$ cat src/rtl/hla_pkg.sv
`timescale 1ns / 1ps

package hla_pkg;

   localparam int ADDRESS_BITS_DEFAULT = 32;
   localparam int LABEL_ENTRIES = 256;
   localparam int LABEL_INDEX_BITS = $clog2(LABEL_ENTRIES);
   localparam int QUEUE_DEPTH = 4;
   localparam int RESULT_BITS = 32;

   localparam logic [1:0] CMD_RESTART = 2'd0;
   localparam logic [1:0] CMD_FIRST = 2'd1;
   localparam logic [1:0] CMD_SECOND = 2'd2;

   localparam logic [1:0] MODE_NORMAL = 2'd0;
   localparam logic [1:0] MODE_COMMENT = 2'd1;
   localparam logic [1:0] MODE_LABEL = 2'd2;
   localparam logic [1:0] MODE_POINTER = 2'd3;

   localparam logic [1:0] KIND_BYTE = 2'd0;
   localparam logic [1:0] KIND_LABEL = 2'd1;
   localparam logic [1:0] KIND_POINTER = 2'd2;

   localparam logic [7:0] CHAR_LF = 8'd10;
   localparam logic [7:0] CHAR_CR = 8'd13;
   localparam logic [7:0] CHAR_HASH = 8'd35;
   localparam logic [7:0] CHAR_PERCENT = 8'd37;
   localparam logic [7:0] CHAR_COLON = 8'd58;
   localparam logic [7:0] CHAR_SEMICOLON = 8'd59;
   localparam logic [7:0] CHAR_DIGIT_0 = 8'd48;
   localparam logic [7:0] CHAR_DIGIT_9 = 8'd57;
   localparam logic [7:0] CHAR_UPPER_A = 8'd65;
   localparam logic [7:0] CHAR_UPPER_F = 8'd70;
   localparam logic [7:0] CHAR_LOWER_A = 8'd97;
   localparam logic [7:0] CHAR_LOWER_F = 8'd102;
   localparam logic [7:0] UPPER_OFFSET = 8'd55;
   localparam logic [7:0] LOWER_OFFSET = 8'd87;

   typedef struct packed {
      logic [1:0] command;
      logic [7:0] char_code;
   } hla_req_type;

   typedef struct packed {
      logic [7:0] out_byte;
      logic       last_of_run;
   } hla_rsp_type;

   typedef struct packed {
      logic [1:0] kind;
      logic [7:0] data;
   } hla_job_type;

   // msb flags a hex digit, low four bits carry its value
   function automatic logic [4:0] hex_digit(input logic [7:0] c);
      logic [7:0] v;
      logic       ok;
      begin
         v = '0;
         ok = 1'b0;
         if (c >= CHAR_DIGIT_0 && c <= CHAR_DIGIT_9) begin
            v = c - CHAR_DIGIT_0;
            ok = 1'b1;
         end else if (c >= CHAR_LOWER_A && c <= CHAR_LOWER_F) begin
            v = c - LOWER_OFFSET;
            ok = 1'b1;
         end else if (c >= CHAR_UPPER_A && c <= CHAR_UPPER_F) begin
            v = c - UPPER_OFFSET;
            ok = 1'b1;
         end
         return {ok, v[3:0]};
      end
   endfunction

endpackage

$ cat src/rtl/hla_fifo.sv
`timescale 1ns / 1ps

module hla_fifo import hla_pkg::*; #(
   parameter int WIDTH = $bits(hla_job_type) + ADDRESS_BITS_DEFAULT
) (
   input  logic             clock,
   input  logic             reset,
   input  logic             push,
   input  logic [WIDTH-1:0] push_data,
   output logic             full,
   input  logic             pop,
   output logic             empty,
   output logic [WIDTH-1:0] head_data
);

   localparam int PTR_BITS = $clog2(QUEUE_DEPTH);

   logic [WIDTH-1:0]    slot_ff [QUEUE_DEPTH];
   logic [PTR_BITS-1:0] wr_ptr_ff, wr_ptr_in;
   logic [PTR_BITS-1:0] rd_ptr_ff, rd_ptr_in;
   logic [PTR_BITS:0]   count_ff, count_in;

   assign full = (count_ff == (PTR_BITS+1)'(QUEUE_DEPTH));
   assign empty = (count_ff == '0);
   assign head_data = slot_ff[rd_ptr_ff];

   always_comb begin
      wr_ptr_in = wr_ptr_ff;
      rd_ptr_in = rd_ptr_ff;
      count_in = count_ff;
      if (push) begin
         wr_ptr_in = wr_ptr_ff + 1'b1;
      end
      if (pop) begin
         rd_ptr_in = rd_ptr_ff + 1'b1;
      end
      if (push && !pop) begin
         count_in = count_ff + 1'b1;
      end else if (pop && !push) begin
         count_in = count_ff - 1'b1;
      end
   end

   always_ff @(posedge clock) begin
      if (reset) begin
         wr_ptr_ff <= '0;
         rd_ptr_ff <= '0;
         count_ff <= '0;
      end else begin
         wr_ptr_ff <= wr_ptr_in;
         rd_ptr_ff <= rd_ptr_in;
         count_ff <= count_in;
      end
   end

   always_ff @(posedge clock) begin
      if (push) begin
         slot_ff[wr_ptr_ff] <= push_data;
      end
   end

endmodule

$ cat config.mk
export PLATFORM = sky130hd
export DESIGN_NAME = hla_fifo
export DESIGN_NICKNAME = d
export VERILOG_FILES = /design/src/rtl/hla_pkg.sv /design/src/rtl/hla_fifo.sv
export SDC_FILE = /design/constraint.sdc
export NUM_CORES = 1
export LEC_CHECK = 0
export ABC_AREA = 1
export ABC_CLOCK_PERIOD_IN_PS = 1800
export BUFFER_PORTS_ARGS = -buffer_cell sky130_fd_sc_hd__buf_4
export CAP_MARGIN = 20
export CORE_MARGIN = 3
export CORE_UTILIZATION = 50
export DETAILED_ROUTE_END_ITERATION = 16
export PLACE_DENSITY = 0.85
export SLEW_MARGIN = 20
export SYNTH_ARGS = -nofsm -noshare
export SYNTH_HDL_FRONTEND = slang
export SYNTH_SLANG_ARGS = --single-unit
$ cat constraint.sdc
create_clock -name clock -period 1.8 [get_ports clock]
set_clock_uncertainty 0.1 [all_clocks]
set_input_delay 0.27 -clock clock [delete_from_list [all_inputs] [get_ports clock]]
set_output_delay 0.27 -clock clock [all_outputs]
set_load 0.02 [all_outputs]
==> qor.txt <==
placer congestion estimate = 0.743
Power Dens Cells = 1030 mW/mm^2
most frequent cells in the layout = edfxtp_1 (168), buf_4 (82), nor2_1 (67)
area taken by multi-input logic gates = 0.00163 mm^2
syn avg cell area = 14.4 um^2
post-synthesis instance total = 464
CTS Root Cell = clkbuf_16
Leak Pwr = 0.00350 uW
largest fanout on the critical path = 5
clock sinks = 177
die area = 0.0147 mm^2
GRT overflow = 0
FILL cells = 737
Pins Over Slew Limit = 0
Via density = 5.65
commonest non-fill, non-tap cell in the layout = edfxtp_1
initial antenna violation count = 0
hold path cells = 3
failing checks = setup timing
Tcrit/Tclk final = 110%
TritonCTS Buffers = 17
reg2reg path depth = 5
FMAX = 0.504 GHz
Synthesis Warnings = 0
Fin. Hold Viols = 0
area added between synthesis and finish = 44.5%
Site Rows = 41
actual slew at the worst max-slew pin = 0.384 ns
Setup crit start kind = flop
post-synthesis cell area = 0.00666 mm^2
Critical Path RT = 1.43 ns
DRC viols = 0
vias in the first global route = 4526
Setup crit end kind = output pin
hold_ws = 0.0459 ns
Routed Antenna Nets = 0
Rel. slew slack = 74.4%
Die H = 121 um
Min-Delay Endpoint = rd_ptr_ff[0]$_SDFFE_PP0P_
Fin Setup TNS = -5.80 ns
fin cells = 816
CP Class = reg2out
Core Region = 0.0128 mm^2
dpl hpwl = 8270 um
status = finished, violations left
Antenna diodes = 0
final setup violation count = 42
RR Endpoint = slot_ff[0][17]$_DFFE_PP_
Via Count = 4613
post-synthesis cell type count = 20
routed length per instance = 21.0 um
Worst-path clk slew = 0.06 ns
pre-CTS setup slack = 0.131 ns
CTS tree = built
1st-iter DRT viols = 524
min Tclk post-route = 1.99 ns
GRT Resource Usage Total = 20.8%
flops & latches, synth = 177
overall power = 9950 uW
sequential area share after synthesis = 78.4%
Inst Count DP = 717
WL final = 17200 um
Initial Util = 51.9%
pin count of the biggest net entering global routing = 29
Port Buffers = 89
Detailed Routing Iterations Pass 1 = 5
RSZ-0062 raised after global routing = yes
critical path arrival = 1.62 ns
worst flop-to-flop path startpoint = wr_ptr_ff[0]$_SDFFE_PP0P_
share of layout cells above drive strength 1 = 38.4%
Worst-Skew Late Latency = 0.42 ns
die width = 121 um
r2r setup slk = 0.22 ns
max-cap viol count = 0
IR drop worst, VDD = 0.000671 V
worst min-delay path class = in2reg
H-Tree Depth = 4
register area = 0.00523 mm^2
largest buffer count on any clock path = 2
Nets = 683
IO Pins = 90
syn nets = 516
min setup slack post-route = -0.186 ns
first-pass GRT wire length = 23100 um
Hold Path Origin = pop
[how the worst max path moves through the flow]
stage                                         end  slack (ns)  depth (start not counted)
final                               head_data[39]       -0.19                          6
after global routing                head_data[28]       -0.24                          5
after CTS                           head_data[34]       -0.18                          4
after detailed placement            head_data[15]        0.13                          4
after global placement              head_data[15]        0.16                          4
after floorplan           slot_ff[0][0]$_DFFE_PP_        0.03                          4
[what timing repair did]
action                                  CTS  global route
cloned                                    5            12
endpoints found under the setup margin   42            42
pin swaps                                 5            17
hold endpoints to repair                169             0
gates resized for setup                  60           130
hold buffers                             43             0
setup buffers                             5             5
[where the power goes]
part / total [uW] / internal, uW / switching, uW
Combinational: 1580 / 720 / 861
Sequential: 4780 / 4700 / 75.8
Clock: 3590 / 2170 / 1420
[registers in the layout, indices dropped and copies added (netlist names), named ones only]
name / cells
count_ff: 3
rd_ptr_ff: 2
wr_ptr_ff: 2
slot_ff: 168
[kinds of logic after synthesis]
logic type                 count (synthesis)  synth area share (%)
and+or+nand+nor                          103                  5.90
xor gates and xnor gates                   1                 0.132
adders and majority gates                  6                  1.24
AOI/OAI and AO/OA                        134                  10.9
DFF                                      177                  78.4
buffers and inverters                     43                  3.44
[metal layers]
metal	part of all wire, %	vias to the layer above	track usage, %
met2	52	224	34.8
met1	38	2279	26.1
li1	-	2068	-
met4	3.1	0	8.68
met5	0	-	0
met3	6.9	42	5.13
[stage by stage]
step / cell area [um^2] / util (%)
after floorplan: 6680 / -
after global placement: 7590 / 59.2
after detailed placement: 7590 / 59.2
after CTS: 8960 / 69.9
after global routing: 9630 / 75.1
final: 9630 / 75.1
[worst max-delay path: stages, from the launching register on]
cell,delay (ns)
dfxtp_4,0.39
clkinvlp_4,0.13
buf_6,0.16
buf_16,0.14
o21ai_1,0.11
o22ai_2,0.11
buf_6,0.15
[cell usage after synthesis]
| master | n | area share (%) |
|---|---|---|
| o21ai_1 | 24 | 1.8 |
| nor3_1 | 2 | 0.15 |
| dfxtp_1 | 9 | 2.7 |
| nand2_1 | 9 | 0.51 |
| clkbuf_1 | 11 | 0.62 |
| o21ai_0 | 65 | 4.9 |
| ha_1 | 5 | 0.94 |
| nor2_1 | 90 | 5.1 |
| nand3_1 | 1 | 0.075 |
| buf_1 | 1 | 0.056 |
| xor2_1 | 1 | 0.13 |
| edfxtp_1 | 168 | 76 |
| fa_1 | 1 | 0.30 |
| buf_2 | 6 | 0.45 |
| a21oi_1 | 3 | 0.23 |
| nand4_1 | 1 | 0.094 |
| inv_1 | 15 | 0.85 |
| o22ai_1 | 42 | 3.9 |
| inv_2 | 2 | 0.11 |
| buf_6 | 8 | 1.4 |
[layout make-up]
cell class | instances | share of cell area, %
multi-input cells | 244 | 16.9
flip-flops and latches | 177 | 54.3
repair buffers | 173 | 19.3
well taps | 172 | 2.24
clock buffers | 21 | 4.57
inverters | 17 | 1.03
clock inverters | 11 | 1.44
repair inverters | 1 | 0.169
Note: power is estimated with default switching activity, not from simulation.
