File: config.mk
export PLATFORM = sky130hd
export DESIGN_NAME = hla_front
export DESIGN_NICKNAME = d
export VERILOG_FILES = /design/src/rtl/hla_pkg.sv /design/src/rtl/hla_front.sv
export SDC_FILE = /design/constraint.sdc
export NUM_CORES = 1
export LEC_CHECK = 0
export BUFFER_PORTS_ARGS = -buffer_cell sky130_fd_sc_hd__buf_2
export CORE_AREA = 2 2 61 107
export DETAILED_ROUTE_END_ITERATION = 8
export DIE_AREA = 0 0 63 109
export GPL_ROUTABILITY_DRIVEN = 0
export PLACE_DENSITY = 0.73
export SETUP_SLACK_MARGIN = 0.5
export SLEW_MARGIN = 20
export SYNTH_ARGS = -nofsm -noshare
export SYNTH_HDL_FRONTEND = slang
export SYNTH_SLANG_ARGS = --single-unit
File: constraint.sdc
create_clock -name clock -period 2.3 [get_ports clock]
set_clock_uncertainty 0.15 [all_clocks]
set_input_delay 0.115 -clock clock [delete_from_list [all_inputs] [get_ports clock]]
set_output_delay 0.115 -clock clock [all_outputs]
set_load 0.01 [all_outputs]
File: src/rtl/hla_pkg.sv
`timescale 1ns / 1ps

package hla_pkg;

   localparam int ADDRESS_BITS_DEFAULT = 32;
   localparam int LABEL_ENTRIES = 256;
   localparam int LABEL_INDEX_BITS = $clog2(LABEL_ENTRIES);
   localparam int QUEUE_DEPTH = 4;
   localparam int RESULT_BITS = 32;

   localparam logic [1:0] CMD_RESTART = 2'd0;
   localparam logic [1:0] CMD_FIRST = 2'd1;
   localparam logic [1:0] CMD_SECOND = 2'd2;

   localparam logic [1:0] MODE_NORMAL = 2'd0;
   localparam logic [1:0] MODE_COMMENT = 2'd1;
   localparam logic [1:0] MODE_LABEL = 2'd2;
   localparam logic [1:0] MODE_POINTER = 2'd3;

   localparam logic [1:0] KIND_BYTE = 2'd0;
   localparam logic [1:0] KIND_LABEL = 2'd1;
   localparam logic [1:0] KIND_POINTER = 2'd2;

   localparam logic [7:0] CHAR_LF = 8'd10;
   localparam logic [7:0] CHAR_CR = 8'd13;
   localparam logic [7:0] CHAR_HASH = 8'd35;
   localparam logic [7:0] CHAR_PERCENT = 8'd37;
   localparam logic [7:0] CHAR_COLON = 8'd58;
   localparam logic [7:0] CHAR_SEMICOLON = 8'd59;
   localparam logic [7:0] CHAR_DIGIT_0 = 8'd48;
   localparam logic [7:0] CHAR_DIGIT_9 = 8'd57;
   localparam logic [7:0] CHAR_UPPER_A = 8'd65;
   localparam logic [7:0] CHAR_UPPER_F = 8'd70;
   localparam logic [7:0] CHAR_LOWER_A = 8'd97;
   localparam logic [7:0] CHAR_LOWER_F = 8'd102;
   localparam logic [7:0] UPPER_OFFSET = 8'd55;
   localparam logic [7:0] LOWER_OFFSET = 8'd87;

   typedef struct packed {
      logic [1:0] command;
      logic [7:0] char_code;
   } hla_req_type;

   typedef struct packed {
      logic [7:0] out_byte;
      logic       last_of_run;
   } hla_rsp_type;

   typedef struct packed {
      logic [1:0] kind;
      logic [7:0] data;
   } hla_job_type;

   // msb flags a hex digit, low four bits carry its value
   function automatic logic [4:0] hex_digit(input logic [7:0] c);
      logic [7:0] v;
      logic       ok;
      begin
         v = '0;
         ok = 1'b0;
         if (c >= CHAR_DIGIT_0 && c <= CHAR_DIGIT_9) begin
            v = c - CHAR_DIGIT_0;
            ok = 1'b1;
         end else if (c >= CHAR_LOWER_A && c <= CHAR_LOWER_F) begin
            v = c - LOWER_OFFSET;
            ok = 1'b1;
         end else if (c >= CHAR_UPPER_A && c <= CHAR_UPPER_F) begin
            v = c - UPPER_OFFSET;
            ok = 1'b1;
         end
         return {ok, v[3:0]};
      end
   endfunction

endpackage

File: src/rtl/hla_front.sv
`timescale 1ns / 1ps

module hla_front import hla_pkg::*; #(
   parameter int ADDRESS_BITS = ADDRESS_BITS_DEFAULT
) (
   input  logic                    clock,
   input  logic                    reset,
   input  logic                    req_valid,
   output logic                    req_stall,
   input  hla_req_type             req_data,
   input  logic                    queue_full,
   output logic                    push,
   output hla_job_type             push_job,
   output logic [ADDRESS_BITS-1:0] push_pos
);

   logic [1:0]              mode_ff, mode_in;
   logic                    pending_ff, pending_in;
   logic [3:0]              held_ff, held_in;
   logic [ADDRESS_BITS-1:0] pos_ff, pos_in;
   logic                    accept;
   logic                    emit;
   logic [4:0]              digit;
   logic [7:0]              c;

   assign req_stall = queue_full;
   assign accept = req_valid && !queue_full;
   assign c = req_data.char_code;
   assign emit = (req_data.command == CMD_SECOND);
   assign digit = hex_digit(c);
   assign push_pos = pos_ff;

   always_comb begin
      mode_in = mode_ff;
      pending_in = pending_ff;
      held_in = held_ff;
      pos_in = pos_ff;
      push = 1'b0;
      push_job = '{kind: KIND_BYTE, data: c};
      if (accept) begin
         case (req_data.command)
            CMD_RESTART: begin
               mode_in = MODE_NORMAL;
               pending_in = 1'b0;
               held_in = '0;
               pos_in = '0;
            end
            CMD_FIRST, CMD_SECOND: begin
               case (mode_ff)
                  MODE_COMMENT: begin
                     if (c == CHAR_LF || c == CHAR_CR) begin
                        mode_in = MODE_NORMAL;
                     end
                  end
                  MODE_LABEL: begin
                     if (!emit) begin
                        push = 1'b1;
                        push_job.kind = KIND_LABEL;
                     end
                     mode_in = MODE_NORMAL;
                  end
                  MODE_POINTER: begin
                     if (emit) begin
                        push = 1'b1;
                        push_job.kind = KIND_POINTER;
                     end
                     mode_in = MODE_NORMAL;
                  end
                  default: begin
                     if (c == CHAR_COLON) begin
                        mode_in = MODE_LABEL;
                     end else if (c == CHAR_PERCENT) begin
                        pos_in = pos_ff + ADDRESS_BITS'(4);
                        mode_in = MODE_POINTER;
                     end else if (c == CHAR_HASH || c == CHAR_SEMICOLON) begin
                        mode_in = MODE_COMMENT;
                     end else if (digit[4]) begin
                        if (pending_ff) begin
                           if (emit) begin
                              push = 1'b1;
                              push_job.data = {held_ff, digit[3:0]};
                           end
                           pos_in = pos_ff + ADDRESS_BITS'(1);
                           held_in = '0;
                           pending_in = 1'b0;
                        end else begin
                           held_in = digit[3:0];
                           pending_in = 1'b1;
                        end
                     end
                  end
               endcase
            end
            default: begin
            end
         endcase
      end
   end

   always_ff @(posedge clock) begin
      if (reset) begin
         mode_ff <= MODE_NORMAL;
         pending_ff <= 1'b0;
         held_ff <= '0;
         pos_ff <= '0;
      end else begin
         mode_ff <= mode_in;
         pending_ff <= pending_in;
         held_ff <= held_in;
         pos_ff <= pos_in;
      end
   end

endmodule

==> results of run 1 <==
[sequential cells by signal, summed over array words and instances, names as in the netlist]
signal	flops
pending_ff	1
push_pos	32
held_ff	4
mode_ff	2
[worst max-delay path, delay by kind of cell, from the launching register on]
kind	cells	cell delay (ps)
AO/OA/AOI/OAI	3	450
AND/OR/NAND/NOR	2	240
buffers and inverters	3	530
flip-flops	1	360
[through the flow]
step           cell area (sq um)  instances  setup slack, ps  power, mW
5_1_grt                     4880        562            41.31      1.747
4_1_cts                     4479        539            208.9      1.623
3_5_place_dp                3662        490            20.88     0.9400
3_3_place_gp                3662        490            36.36     0.9350
6_report                    4880        562            148.4      1.691
2_1_floorplan               3203        353            323.2     0.8693
[timing repair]
action | CTS | global route
pin swaps | 40 | 29
cloned | 5 | 2
resized for setup | 84 | 49
buffers inserted | 36 | 21
setup endpoints to repair | 43 | 48
[routing by layer]
metal  global-route usage  part of all wire  vias to the layer above
met5                    0                 0                        -
met4               0.2508             0.077                        0
met3              0.04231             0.055                       77
met2               0.6223              0.55                      188
met1               0.2929              0.31                     1696
li1                     -                 -                     1569
[kinds of logic (layout without fill, tap and decap cells)]
| logic type | count (synthesis) | after routing | synth area share |
|---|---|---|---|
| adders and majority gates | 10 | 10 | 0.04288 |
| xor gates and xnor gates | 3 | 3 | 0.009007 |
| and+or+nand+nor | 151 | 152 | 0.2770 |
| buffers and inverters | 39 | 166 | 0.06089 |
| DFF | 39 | 39 | 0.2676 |
| AOI/OAI and AO/OA | 70 | 71 | 0.2011 |
| muxes | 41 | 41 | 0.1415 |
[where the power goes]
part           total [mW]  internal [mW]  switching [mW]
Sequential          0.670          0.668         0.00195
Combinational       0.397          0.182           0.215
Clock               0.624          0.351           0.273
[area by class of cell]
type                            count  area (sq um)  area share
Clock buffer                        6         82.58     0.01692
Clock inverter                      2         35.03    0.007179
Multi-Input combinational cell    277          2580      0.5287
Inverter                           15         87.58     0.01795
Tap cell                           80         100.1     0.02051
Sequential cell                    39         825.8      0.1692
Timing Repair Buffer              143          1169      0.2395
[worst max-delay path by stage]
stage                     start           end  slack [ps]  cells after the start
global placement    req_data[8]  push_pos[10]          40                      8
CTS                  mode_ff[0]   push_job[2]         210                      7
floorplan           req_data[7]   push_pos[0]         320                      8
finish               mode_ff[0]   push_job[7]         150                      8
global route         mode_ff[0]   push_job[7]          40                      8
detailed placement  req_data[8]  push_pos[10]          20                      8
[synth_stat cells (all sizes together), types with 2 or more instances]
library cell,number,area [sq um]
or3,26,162.7
xnor2,2,17.52
nor2b,2,12.51
a221oi,2,23.77
nand3b,3,22.52
nor2,15,56.30
nand4bb,2,22.52
nand2b,8,50.05
or3b,2,20.02
a21oi,10,53.80
and4,3,26.28
buf,8,61.31
mux2i,39,390.4
o311a,2,20.02
o21ai,6,30.03
inv,15,56.30
a211oi,20,155.1
nor3,3,15.01
a21o,2,15.01
o211ai,7,52.55
nand4,10,62.56
clkbuf,16,60.06
nand3,13,65.06
dfxtp,39,780.8
ha,10,125.1
nand2,53,198.9
mux2,2,22.52
nor4,2,18.77
a2111oi,8,120.1
==> flow_metrics.tcl, run 1 <==
set metrics [dict create \
    outcome "complete, no violations" \
    track_usage 0.3204 \
    die_height_um 109 \
    syn_area_sq_mm 0.002918 \
    worstPathArrival_ps 1890 \
    routedWlPerCell_um 21.56 \
    fin_crit_ps 2152 \
    worst_pin_slew_ps 644.5 \
    synth_cells 353 \
    synth_seq_area_share 0.2676 \
    gr-total-overflow 0 \
    area_delta_synth_final_pct 67.24 \
    first_global_vias 3508 \
    cts_buffer_depth 2 \
    clk_transition_reported_paths_ps 90 \
    drtIter0Drc 239 \
    final_common_cell "buf_4" \
    syn_avg_cell_area_sq_um 8.266 \
    totalWireLength_um 12120 \
    rsz0062_at_grt "true" \
    setup_violations 0 \
    final-hold-violation-count 0 \
    ys_ff_latch 39 \
    drcViolationCount 0 \
    n_fill_cell 347 \
    cpPeakStageDelay_ps 360 \
    reg2reg_slack_ps 260 \
    critPathCaptureType "output pin" \
    r2r_end "mode_ff[0]" \
    cp_common_cell "buf_4" \
    final_util 0.8081 \
    cp.required_ps 2040 \
    grt_max_degree 41 \
    ios 58 \
    n_antenna_cell 0 \
    hpwl_um 6264 \
    syn_nets 377 \
    cp_max_fo 4 \
    relSlewSlack 0.5703 \
    holdWs_ps 143.0 \
    ctsHtreeMaxLevel 2 \
    ys.flop_type "dfxtp_1" \
    holdPathStages 4 \
    antenna_found_initial 0 \
    ant_nets 0 \
    grt_pass1_wl_um 17020 \
    initial_core_util 0.4832 \
    maxSlewViolCount 0 \
    final.setup.tns_ps 0 \
    synth-edff-count 0 \
    r2r_cells 6 \
    cts_tree "done" \
    leakage_nw 1.852 \
    critPathKind "reg2out" \
    holdCritStartpoint "req_data[3]" \
    hold_buffers 0 \
    cts-buffers-inserted 5 \
    mostFrequentLayoutCells "buf_4, nand2_1, buf_2" \
    post-route-period-util 0.9355 \
    async_flop_share 0 \
    die_w_um 63 \
    power_density_mw_per_mm2 346.4 \
    die_area_sq_mm 0.006867 \
    cp-start-kind "register" \
    drv_cap 0 \
    insertion_delay_ps 310 \
    ys.warnings.count 0 \
    routed_via_density 6.281 \
    min_to "held_ff[3]" \
    max_freq_mhz 464.8 \
    path_cells "nor2_4, nand4_1, buf_4, a211oi_4, buf_4, a21oi_1, a31oi_1, buf_2" \
    rows 38 \
    cts-root-buf "clkbuf_8" \
    worst_path_max_delay_cell "dfxtp_4" \
    via_count 3530 \
    ys_types 59 \
    rr_startpoint "mode_ff[0]" \
    layout.nets 505 \
    min-delay-path-class "in2reg" \
    dr.pass1.iters 5 \
    irDropWorstVdd_uv 470.3 \
    drive_gt1_frac 0.5353 \
    cts_sinks 39 \
    port_buffers 57 \
    fp.coreArea_sq_mm 0.006038 \
]
Power figures use the tool's default switching activity.
==> run 2, diff against run 1 <==
--- a/config.mk
+++ b/config.mk
@@ -6,11 +6,12 @@
 export NUM_CORES = 1
 export LEC_CHECK = 0
 export BUFFER_PORTS_ARGS = -buffer_cell sky130_fd_sc_hd__buf_2
-export CORE_AREA = 2 2 61 107
+export CORE_AREA = 2 2 60 105
+export CTS_BUF_LIST = sky130_fd_sc_hd__clkbuf_4 sky130_fd_sc_hd__clkbuf_8
 export DETAILED_ROUTE_END_ITERATION = 8
-export DIE_AREA = 0 0 63 109
+export DIE_AREA = 0 0 62 107
 export GPL_ROUTABILITY_DRIVEN = 0
-export PLACE_DENSITY = 0.73
+export PLACE_DENSITY = 0.76
 export SETUP_SLACK_MARGIN = 0.5
 export SLEW_MARGIN = 20
 export SYNTH_ARGS = -nofsm -noshare
==> flow_metrics.tcl, run 2 (synthesis results as in run 1) <==
set metrics [dict create \
    hpwl_um 5949 \
    cp-start-kind "primary input" \
    die_height_um 107 \
    rows 37 \
    ios 58 \
    internal-power_mw 1.059 \
    total_power_mw 1.520 \
    antenna_found_initial 0 \
    n_fill_cell 300 \
    routedWlPerCell_um 22.68 \
    final_cells 558 \
    cp.required_ps 2040 \
    total_switching_power_mw 0.4609 \
    n_antenna_cell 0 \
    outcome "complete, no violations" \
    die_area_sq_mm 0.006634 \
    cts_sinks 39 \
    cts_tree "done" \
    mostFrequentLayoutCells "buf_4, nand2_1, buf_2" \
    port_buffers 57 \
    dp.cells 484 \
    cts_buffer_depth 2 \
    max_freq_mhz 467.9 \
    initial_core_util 0.5042 \
    fin_area_sq_mm 0.004790 \
    clkPwrFrac 0.318 \
    placed_area_sq_mm 0.003630 \
    via_count 3626 \
    maxSlewViolCount 0 \
    critPathKind "in2out" \
    relSlewSlack 0.4684 \
    worstPathArrival_ps 1870 \
    cp_max_fo 3 \
    leakage_nw 1.804 \
    dr.pass1.iters 5 \
    largest_register_ff_count 32 \
    totalWireLength_um 12660 \
    cts-root-buf "clkbuf_8" \
    irDropWorstVdd_uv 369.4 \
    rsz0062_at_grt "true" \
    setup_violations 0 \
    worst_pin_slew_ps 796.5 \
    seq_power_share 0.441 \
    die_w_um 62 \
    final_common_cell "buf_4" \
    comb_power_share 0.241 \
    fp.coreArea_sq_mm 0.005787 \
    post-route-period-util 0.9293 \
    drcViolationCount 0 \
    fin_crit_ps 2137 \
    min-delay-path-class "in2reg" \
    critPathCaptureType "output pin" \
    layout.nets 504 \
    routed_via_density 6.498 \
    area_delta_synth_final_pct 64.15 \
    final_util 0.8277 \
    ctsHtreeMaxLevel 2 \
    grt_pass1_wl_um 17320 \
    insertion_delay_ps 290 \
    grt_max_degree 34 \
    drive_gt1_frac 0.5229 \
    track_usage 0.3429 \
    ant_nets 0 \
    power_density_mw_per_mm2 317.3 \
    gr-total-overflow 0 \
    cts-buffers-inserted 5 \
    first_global_vias 3514 \
    swShare 0.3032 \
    drv_cap 0 \
    drtIter0Drc 322 \
    final.setup.tns_ps 0 \
    clk_transition_reported_paths_ps 80 \
    final-hold-violation-count 0 \
]
## run 2: cell count changes in the layout (fill, tap and decap cells not counted), moves of 2 or more
| cell | change |
|---|---|
| nor2_2 | +3 |
| and4_1 | +2 |
| buf_4 | -12 |
| nor2_1 | -2 |
| dfxtp_1 | +2 |
| buf_6 | +13 |
| clkbuf_16 | -2 |
| inv_1 | +2 |
| and4_4 | -2 |
## run 2: metrics by stage
stage,hold slack (ps),worst slack [ps]
6_report,121.7,162.6
5_1_grt,151.7,-79.25
4_1_cts,112.4,242.3
3_5_place_dp,319.3,-8.364
3_3_place_gp,313.9,81.99
2_1_floorplan,171.8,323.2
## run 2: worst paths after layout
| check | from | depth (start not counted) | slack [ps] | end |
|---|---|---|---|---|
| setup / recovery | req_data[8] | 9 | 160 | push_job[5] |
| hold reg to reg | push_pos[22] | 2 | 330 | push_pos[22] |
| hold / removal | reset | 3 | 120 | pending_ff |
| setup reg to reg | push_pos[9] | 6 | 170 | push_pos[30] |
## run 2: final cells by class
cell class | count | area, sq um | share of cell area
inverter | 15 | 82.58 | 0.01724
clock inverter | 1 | 5.005 | 0.001045
tap | 78 | 97.59 | 0.02038
clock buffer | 6 | 82.58 | 0.01724
sequential | 39 | 820.8 | 0.1714
multi-input combinational | 278 | 2554 | 0.5332
timing repair buffer | 141 | 1147 | 0.2396
## run 2: per-layer routing
layer  up-vias  global-route usage  share of wire  wire, um
met1      1773              0.3757           0.35      4438
met2       220              0.5893           0.53      6715
li1       1559                   -              -         -
met5         -                   0              0         0
met4         0              0.1809          0.056       705
met3        74             0.06273          0.063       796
## run 2: what timing repair did
item	4_1_cts	5_1_grt
pin swaps	41	28
setup endpoints to repair	45	47
resized for setup	86	41
hold buffers	0	0
cloned	7	0
setup buffers	43	17
## run 2: critical path: stages
cell and delay [ps]:
buf_6 110, inv_12 30, ha_4 280, and3b_2 230, nand4_1 190, a2111o_1 470, buf_6 160, o22a_1 150
buf_2 130
## run 2: power by group through the flow
stage	Sequential [mW]	Combinational [mW]	Clock (mW)
detailed placement	0.694	0.241	0
CTS	0.673	0.312	0.492
global route	0.671	0.383	0.517
global placement	0.694	0.236	0
finish	0.671	0.366	0.483
floorplan	0.694	0.175	0
==> run 3, diff against run 2 <==
--- a/config.mk
+++ b/config.mk
@@ -12,6 +12,7 @@
 export DIE_AREA = 0 0 62 107
 export GPL_ROUTABILITY_DRIVEN = 0
 export PLACE_DENSITY = 0.76
+export RECOVER_POWER = 25
 export SETUP_SLACK_MARGIN = 0.5
 export SLEW_MARGIN = 20
 export SYNTH_ARGS = -nofsm -noshare
==> flow_metrics.tcl, run 3 (synthesis results as in run 1) <==
set metrics [dict create \
    irDropWorstVdd_uv 370.2 \
    cts-buffers-inserted 5 \
    ios 58 \
    cts_tree "done" \
    grt_max_degree 34 \
    total_switching_power_mw 0.4592 \
    ctsHtreeMaxLevel 2 \
    die_area_sq_mm 0.006634 \
    outcome "complete, no violations" \
    mostFrequentLayoutCells "buf_4, nand2_1, buf_2" \
    final_common_cell "buf_4" \
    first_global_vias 3514 \
    initial_core_util 0.5042 \
    routed_via_density 6.550 \
    min-delay-path-class "in2reg" \
    area_delta_synth_final_pct 63.21 \
    final-hold-violation-count 0 \
    power_density_mw_per_mm2 319.1 \
    internal-power_mw 1.060 \
    grt_pass1_wl_um 17320 \
    worst_pin_slew_ps 814.2 \
    fin_crit_ps 2168 \
    ant_nets 0 \
    layout.nets 504 \
    path_cells "nand4_1, nor4_4, buf_4, o211ai_1, a211oi_2, mux2i_1" \
    worst_path_max_delay_cell "dfxtp_1" \
    largest_register_ff_count 32 \
    critPathKind "reg2reg" \
    setup_violations 0 \
    via_count 3655 \
    fp.coreArea_sq_mm 0.005787 \
    insertion_delay_ps 290 \
    fin_area_sq_mm 0.004762 \
    drtIter0Drc 386 \
    cpPeakStageDelay_ps 440 \
    clkPwrFrac 0.316 \
    routedWlPerCell_um 22.80 \
    swShare 0.3022 \
    cp_max_fo 6 \
    die_w_um 62 \
    rsz0062_at_grt "true" \
    antenna_found_initial 0 \
    max_freq_mhz 461.3 \
    post-route-period-util 0.9425 \
    track_usage 0.3429 \
    relSlewSlack 0.4566 \
    drive_gt1_frac 0.4813 \
    maxSlewViolCount 0 \
    critPathCaptureType "register" \
    placed_area_sq_mm 0.003630 \
    leakage_nw 1.759 \
    n_antenna_cell 0 \
    seq_power_share 0.442 \
    cts_sinks 39 \
    comb_power_share 0.241 \
    holdWs_ps 130.2 \
    cp.required_ps 2350 \
    rows 37 \
    cts-root-buf "clkbuf_8" \
    gr-total-overflow 0 \
    drcViolationCount 0 \
    hpwl_um 5949 \
    dr.pass1.iters 5 \
    drv_cap 0 \
    cts_buffer_depth 2 \
    worstPathArrival_ps 2220 \
    cp-start-kind "register" \
    die_height_um 107 \
    clk_transition_reported_paths_ps 80 \
    port_buffers 57 \
    totalWireLength_um 12720 \
]
## run 3: cell count changes in the layout (fill, tap and decap cells not counted)
cell / previous run / this run
dfxtp_1: 19 / 30
dfxtp_2: 14 / 4
buf_2: 48 / 39
clkbuf_1: 0 / 9
dfxtp_4: 6 / 5
## run 3: repair_timing
item                                    CTS  global route
pin swaps                                41            28
hold buffers                              0             0
gates cloned                              7             0
setup buffers                            43            17
resized for setup                        86            41
endpoints found under the setup margin   45            47
## run 3: layer usage
layer | routed length (um) | track usage | vias to the layer above
li1 | - | - | 1556
met1 | 4472 | 0.3757 | 1774
met2 | 6747 | 0.5893 | 243
met3 | 825 | 0.06273 | 82
met4 | 679 | 0.1809 | 0
met5 | 0 | 0 | -
## run 3: worst paths after layout
| check | start | end | slack [ps] | cells after the start |
|---|---|---|---|---|
| max | push_pos[19] | push_pos[30] | 130 | 6 |
| min | reset | pending_ff | 130 | 3 |
| max reg2reg | push_pos[19] | push_pos[30] | 130 | 6 |
| min reg2reg | push_pos[8] | push_pos[8] | 340 | 2 |
## run 3: worst max-delay path: cells and delay by family (launching register included)
family	cells	cell delay, ps
AND/OR/NAND/NOR	2	560
AO/OA/AOI/OAI	2	480
multiplexers	1	260
buffers and inverters	1	190
flip-flops	1	440
## run 3: layout make-up
cell class,instances,area (sq um)
timing repair buffer,141,1136
fill,308,1025
sequential,39,804.5
clock inverter,1,5.005
clock buffer,6,82.58
multi-input combinational,278,2554
tap,78,97.59
inverter,15,82.58
## run 3: power groups by stage
stage | registers [mW] | clock network, mW | logic (mW)
3_3_place_gp | 0.694 | 0 | 0.236
4_1_cts | 0.673 | 0.492 | 0.312
3_5_place_dp | 0.694 | 0 | 0.241
6_report | 0.672 | 0.481 | 0.367
2_1_floorplan | 0.694 | 0 | 0.175
5_1_grt | 0.672 | 0.517 | 0.383
## run 3: metrics by stage
stage	worst slack, ps	util	cells	power [mW]	setup TNS [ps]
after floorplan	323.2	-	353	0.8693	0
after global placement	81.99	0.6272	484	0.9293	0
after detailed placement	-8.364	0.6272	484	0.9348	-8.364
after CTS	242.3	0.7749	541	1.476	0
after global routing	-79.25	0.8229	558	1.572	-276.6
final	132.4	0.8229	558	1.519	0
